`src/rtl/iaa_pkg.sv`:
```
// Shared types and constants of the affine image augmentation block.
`timescale 1ns / 1ps
package iaa_pkg;

    // image side length; the 5-bit position ports are sized for it
    localparam int IMAGE_SIDE = 28;

    localparam int CFG_IDX_W = 3;

    // configuration register indexes
    localparam logic [CFG_IDX_W-1:0] REG_SCALE_RECIP = 3'd0;
    localparam logic [CFG_IDX_W-1:0] REG_ROT_COS     = 3'd1;
    localparam logic [CFG_IDX_W-1:0] REG_ROT_SIN     = 3'd2;
    localparam logic [CFG_IDX_W-1:0] REG_SHIFT_X     = 3'd3;
    localparam logic [CFG_IDX_W-1:0] REG_SHIFT_Y     = 3'd4;
    localparam logic [CFG_IDX_W-1:0] REG_NOISE_THR   = 3'd5;

    localparam logic CMD_LOAD = 1'b0;
    localparam logic CMD_READ = 1'b1;

    localparam int CFG_DATA_W = 17;

    // configuration register set
    typedef struct packed {
        logic [16:0]        scale_recip;
        logic [14:0]        rot_cos;
        logic signed [14:0] rot_sin;
        logic signed [3:0]  shift_x;
        logic signed [2:0]  shift_y;
        logic [9:0]         noise_threshold;
    } cfg_t;

    // shared multiply-accumulate unit opcodes
    localparam logic [1:0] MAC_LOAD = 2'd0;  // acc = a*b
    localparam logic [1:0] MAC_ADD  = 2'd1;  // acc = acc + a*b
    localparam logic [1:0] MAC_SUB  = 2'd2;  // acc = acc - a*b

    typedef struct packed {
        logic       en;
        logic [1:0] op;
    } mac_ctl_t;

endpackage

```
`src/rtl/iaa_mac.sv`:
```
// Shared signed multiply-accumulate unit, one product per cycle while ctl.en is set.
`timescale 1ns / 1ps
module iaa_mac
    import iaa_pkg::*;
(
    input  logic               clk,
    input  logic               rst_n,
    input  mac_ctl_t           ctl,
    input  logic signed [24:0] a,
    input  logic signed [17:0] b,
    output logic signed [49:0] acc
);

    logic signed [42:0] prod;
    logic signed [49:0] acc_reg;
    logic signed [49:0] acc_next;

    assign prod = a * b;
    assign acc  = acc_reg;

    // select accumulate operation
    always_comb
    begin
        acc_next = acc_reg;
        if (ctl.en)
        begin
            case (ctl.op)
                MAC_LOAD: acc_next = 50'(prod);
                MAC_ADD:  acc_next = acc_reg + 50'(prod);
                MAC_SUB:  acc_next = acc_reg - 50'(prod);
                default:  acc_next = acc_reg;
            endcase
        end
    end

    always_ff @(posedge clk or negedge rst_n)
    begin
        if (!rst_n)
            acc_reg <= '0;
        else
            acc_reg <= acc_next;
    end

endmodule

```
`config.mk`:
```
export PLATFORM = sky130hd
export DESIGN_NAME = iaa_mac
export DESIGN_NICKNAME = d
export VERILOG_FILES = /design/src/rtl/iaa_pkg.sv /design/src/rtl/iaa_mac.sv
export SDC_FILE = /design/constraint.sdc
export NUM_CORES = 2
export LEC_CHECK = 0
export BUFFER_PORTS_ARGS = -buffer_cell sky130_fd_sc_hd__buf_4
export CAP_MARGIN = 30
export CORE_MARGIN = 1
export CORE_UTILIZATION = 51
export DETAILED_ROUTE_END_ITERATION = 16
export PLACE_DENSITY = 0.77
export SYNTH_ARGS = -nofsm -noshare
export SYNTH_HDL_FRONTEND = slang
export SYNTH_SLANG_ARGS = --single-unit
```
`constraint.sdc`:
```
create_clock -name clk -period 4.2 [get_ports clk]
set_input_delay 0.21 -clock clk [delete_from_list [all_inputs] [get_ports clk]]
set_output_delay 0.21 -clock clk [all_outputs]
set_load 0.01 [all_outputs]
```
# Yosys cells after proc, flatten, opt, wreduce, memory -nomap -nowiden
# Cells that the tools add are included.
# word_totals
regBits	50
wordCells	10
output_inout_bits	50
in_bits	48
# op_classes
n_reduce_logical	3
addsub	2
n_eq_ne	2
mul	1
mux	1
# op_table
cell	count
$pmux W50 S3	1
$add A50 B43 Y50	1
$sub A50 B43 Y50	1
$mul A25 B18 Y43	1
$reduce_bool A3 Y1	1
$eq A2 B1 Y1 const B	1
$eq A2 B2 Y1 const B	1
$logic_not A2 Y1	1
$reduce_and A2 Y1	1

# Longest topological paths before layout
# logic_depth
word_depth	3
mapped_depth	40
mapped_depth_nobuf	38

# Worst setup path after synthesis
# Ideal clock, no wire load.
# synth_timing
path_kind	in2reg
from	input port a[13]
to	register acc_reg[49], in the netlist acc[49]
arrival_ns	8.821
setup_time_ns	0.124
required_ns	4.076
path_slack_ns	-4.745
n_path_buf	4
cell_stages	39
cell_sequence	clkbuf_1 -> clkbuf_1 -> nand2_1 -> fa_1 -> inv_1 -> fa_1 -> inv_1 -> fa_1 -> inv_1 -> fa_1 -> fa_1 -> inv_1 -> fa_1 -> inv_1 -> ha_1 -> buf_2 -> a21oi_2 -> o21ai_1 -> [3 not listed] -> nor4bb_4 -> and3_1 -> buf_4 -> a21oi_1 -> xor2_1 -> ha_1 -> and3_1 -> nand2_1 -> nor2_1 -> o21ai_0 -> nand2_1 -> o21ba_2 -> o31a_1 -> o21ai_0 -> a31oi_1 -> nand4b_1 -> o2111ai_1 -> or2_1
# synth_via
elab_chain_len	3
word_cells_on_any_way	4
cone_classes	add/sub (2); mul (1); mux (1)
# synth_lines
element	line_no	rtl
start, declared	iaa_mac.sv:9	input logic signed [24:0] a,
$mul A25 B18 Y43 (*)	iaa_mac.sv:18	assign prod = a * b;
$sub A50 B43 Y50 / $add A50 B43 Y50 (equally long branches)	iaa_mac.sv:30, iaa_mac.sv:29	
$pmux W50 S3 (*)	iaa_mac.sv:27	case (ctl.op)
end signal, assigned	iaa_mac.sv:41	acc_reg <= acc_next;
end, declared	iaa_mac.sv:15	logic signed [49:0] acc_reg;
# Mark *: on every way between the ends. The rest lies on a longest branch, timed or not.
# A chain may end at the register's enable or synchronous reset.

# Final worst setup path
# layout_timing
from	input port a[16]
to	register acc_reg[49], in the netlist acc[49]
# The elaborated chain is that of the path after synthesis.

==> metrics.md <==
| Metric | Value |
|---|---|
| Setup repair after global routing missed its margin | true |
| Most common library cell in the layout ignoring fill and taps | buf_4 |
| Cell types with the largest area share after synthesis | fa_1, inv_1, ha_1 |
| Final setup violating endpoints | 45 |
| Total I/O pin count | 98 |
| Final ANT Viol Nets | 0 |
| Overall routing resource usage | 30.8% |
| Clock Pin Slew Worst Setup and Hold Paths | 0.08 ns |
| Pin count of the biggest net entering global routing | 51 |
| Initial antenna violation count | 1 |
| Post-synth EDFFs | 0 |
| Path type of the worst min-delay path | in -> reg |
| Aggregate routed wire length | 70500 um |
| Worst reg2reg path startpoint | acc[0] |
| Max reg flops | 50 |
| Final Slew Violations | 0 |
| Critical Path Start | a[16] |
| # port buffers | slightly below 100 |
| Critical path's slowest cell | fa_1 |
| Area of the die | 0.0445 mm^2 |
| Remaining DRCs | 0 |
| Maximum fanout along the worst path | 6 |
| Total congestion overflow | 0 |
| Routability-driven placement congestion ratio | 0.931 |
| CTS tree | done |
| Reported max-cap violation count | 0 |
| Largest stage delay on the critical path | 0.53 ns |
| Wire length of the first global-routing pass | 111000 um |
| CTS root buffer | clkbuf_16 |
| Total Nets Final | 3862 |
| Capturing element type of the critical path | register |
| Maximum level of the CTS H-tree | 2 |
| Worst r2r path cells | 17 |
| Number of placement rows | 76 |
| Mapped Nets | 3312 |
| Total number of vias | 21054 |
| Number of sinks handled by clock tree synthesis | 50 |
| End of the critical path | acc[49] |
| Most common flop cell mapped by yosys | dfrtp_1 |
| Data required, critical path | 4.39 ns |
| Classification of the worst setup path | in -> reg |
| Final HPWL from detailed placement | 53400 um |
| Post-Syn Area per Cell | around 8.4 um^2 |
| Hold violation count in the final report | 0 |
| Number of inserted filler cells in the final layout | 2942 |
| Drt initial violations | 1444 |
| Flip-flop and latch count after synthesis | 50 |
| DP Cell Count | 3699 |
| Setup WS pre-CTS | -4.64 ns |
| Die height | 211 um |
| Number of warnings reported in the yosys synthesis log | 0 |
| Status | complete, but fails checks |
| Die boundary width | 211 um |
| FFs w/ async S/R, synth | 100% |
| Number of cells in the finished layout apart from fillers | 3800 |
| Sequential share of the synthesized area | 5.62% |
| Critical Path Source Type | input pin |
| Worst slew margin relative to its limit | 42.6% |
| Fraction of final layout cells with drive strength greater than 1 | 32.9% |
| Buffer depth of the longest clock path | 2 |
| Starting density of the core | 51.7% |
| Fin worst setup slack | -4.25 ns |
| Endpoint of the most critical register-to-register path | acc[48] |
| P&R area growth vs syn | 36.3% |
| Via count normalized by instance count | between 5 and 6 |
| Post-Synthesis Cell Area | around 0.022 mm^2 |
| Clock Skews | 0.0154 ns |
| Violated checks | setup timing |
| Number of search-and-repair iterations in the first detailed-routing pass | 5 |
| Most frequent cells in the layout | buf_4, inv_1, fa_1 |
| Fraction of post-synthesis cell area in the top cell type by area | 39.7% |
| Arrival time at the worst endpoint | 8.64 ns |
| F_max | 118 MHz |
| Minimum clock period | 8.45 ns |
| Dominant cell type by area after synthesis | fa_1 |
| Via count of the first global-routing pass | 22690 |
| Number of unique standard cell types used by synthesis | 89 |
| Average wire per cell in the routed design | around 19 um |
| Gate count after technology mapping | 2663 |
| Part of the cycle the worst path needs | 201% |
| Worst Tran Pin Value | 0.861 ns |
| Clk_lat worst skew | 0.31 ns |
| Total clock buffers created by CTS | 5 |
| Placeable core region | roughly 0.043 mm^2 |
| Register-to-register path setup slack | between 0.4 and 0.5 ns |
-- synthesized netlist by cell type, drive strengths merged (5+ instances only) --
| master | number |
|---|---|
| a211o | 5 |
| a211oi | 13 |
| a21boi | 6 |
| a21o | 43 |
| a21oi | 131 |
| a31oi | 15 |
| a41oi | 5 |
| and2 | 166 |
| and3 | 21 |
| buf | 15 |
| clkbuf | 110 |
| dfrtp | 50 |
| fa | 442 |
| ha | 159 |
| inv | 541 |
| mux2i | 10 |
| nand2 | 383 |
| nand2b | 17 |
| nand3 | 18 |
| nand4 | 18 |
| nor2 | 116 |
| nor2b | 11 |
| nor3 | 29 |
| nor4 | 6 |
| o211ai | 10 |
| o21a | 16 |
| o21ai | 100 |
| o21bai | 7 |
| o311ai | 6 |
| o31ai | 6 |
| or2 | 5 |
| or3 | 6 |
| xnor2 | 77 |
| xor2 | 39 |
-- logic make-up after synthesis --
kind of cell,share of synthesized area (%)
AO/OA/AOI/OAI,11.8
XOR/XNOR,4.63
adder cells (fa/ha/maj),48.6
buffers and inverters,11.4
flip-flops,5.62
multiplexers,0.500
AND/OR/NAND/NOR,17.4
-- layer usage --
layer  wire [um]  track usage [%]  part of all wire, %
met5           0                0                    0
met4        2720             9.45                  3.9
met3        4480             3.60                  6.3
met2       35600             54.0                   50
met1       27700             39.7                   39
-- repair_timing --
action / CTS / global route
endpoints found under the setup margin: 45 / 45
resized for setup: 278 / 187
buffers inserted: 62 / 39
pin swaps: 185 / 135
hold buffers: 1 / 0
hold endpoints to repair: 11 / 0
-- how the worst min path moves through the flow --
stage,cells past startpoint,slack [ns],to,from
2_1_floorplan,0,-0.09,acc[0],rst_n
3_3_place_gp,1,0.31,acc[13],rst_n
3_5_place_dp,1,0.32,acc[13],rst_n
4_1_cts,4,0.36,acc[27],ctl[2]
5_1_grt,4,0.41,acc[27],ctl[2]
6_report,4,0.40,acc[27],ctl[2]
-- critical path: cells and delay by family --
kind,cells,cell delay [ns]
adder cells (fa/ha/maj),8,3.69
AND/OR/NAND/NOR,10,2.06
AO/OA/AOI/OAI,7,1.39
buffers and inverters,10,0.98
XOR/XNOR,2,0.29
-- final cells by class --
class | count | area (um^2) | share of cell area (%)
flip-flops and latches | 50 | 1250 | 4.12
repair buffers | 668 | 5590 | 18.4
clock inverters | 1 | 8.76 | 0.0288
diodes | 1 | 2.50 | 0.00824
multi-input cells | 1946 | 20600 | 67.8
well taps | 585 | 732 | 2.41
inverters | 542 | 2040 | 6.71
clock buffers | 7 | 153 | 0.503
-- through the flow --
| stage | setup TNS (ns) | hold WS [ns] | cell area (um^2) | utilization [%] |
|---|---|---|---|---|
| finish | -145.11 | 0.399 | 30400 | 70.5 |
| global route | -154.59 | 0.406 | 30400 | 70.5 |
| CTS | -134.88 | 0.357 | 29200 | 67.9 |
| detailed placement | -158.13 | 0.320 | 27500 | 63.8 |
| global placement | -154.13 | 0.314 | 27500 | 63.7 |
| floorplan | -126.15 | -0.0856 | 23200 | - |
Power is not shown: default switching activity piles up to over one toggle a cycle in this logic, so the estimate is an artifact.
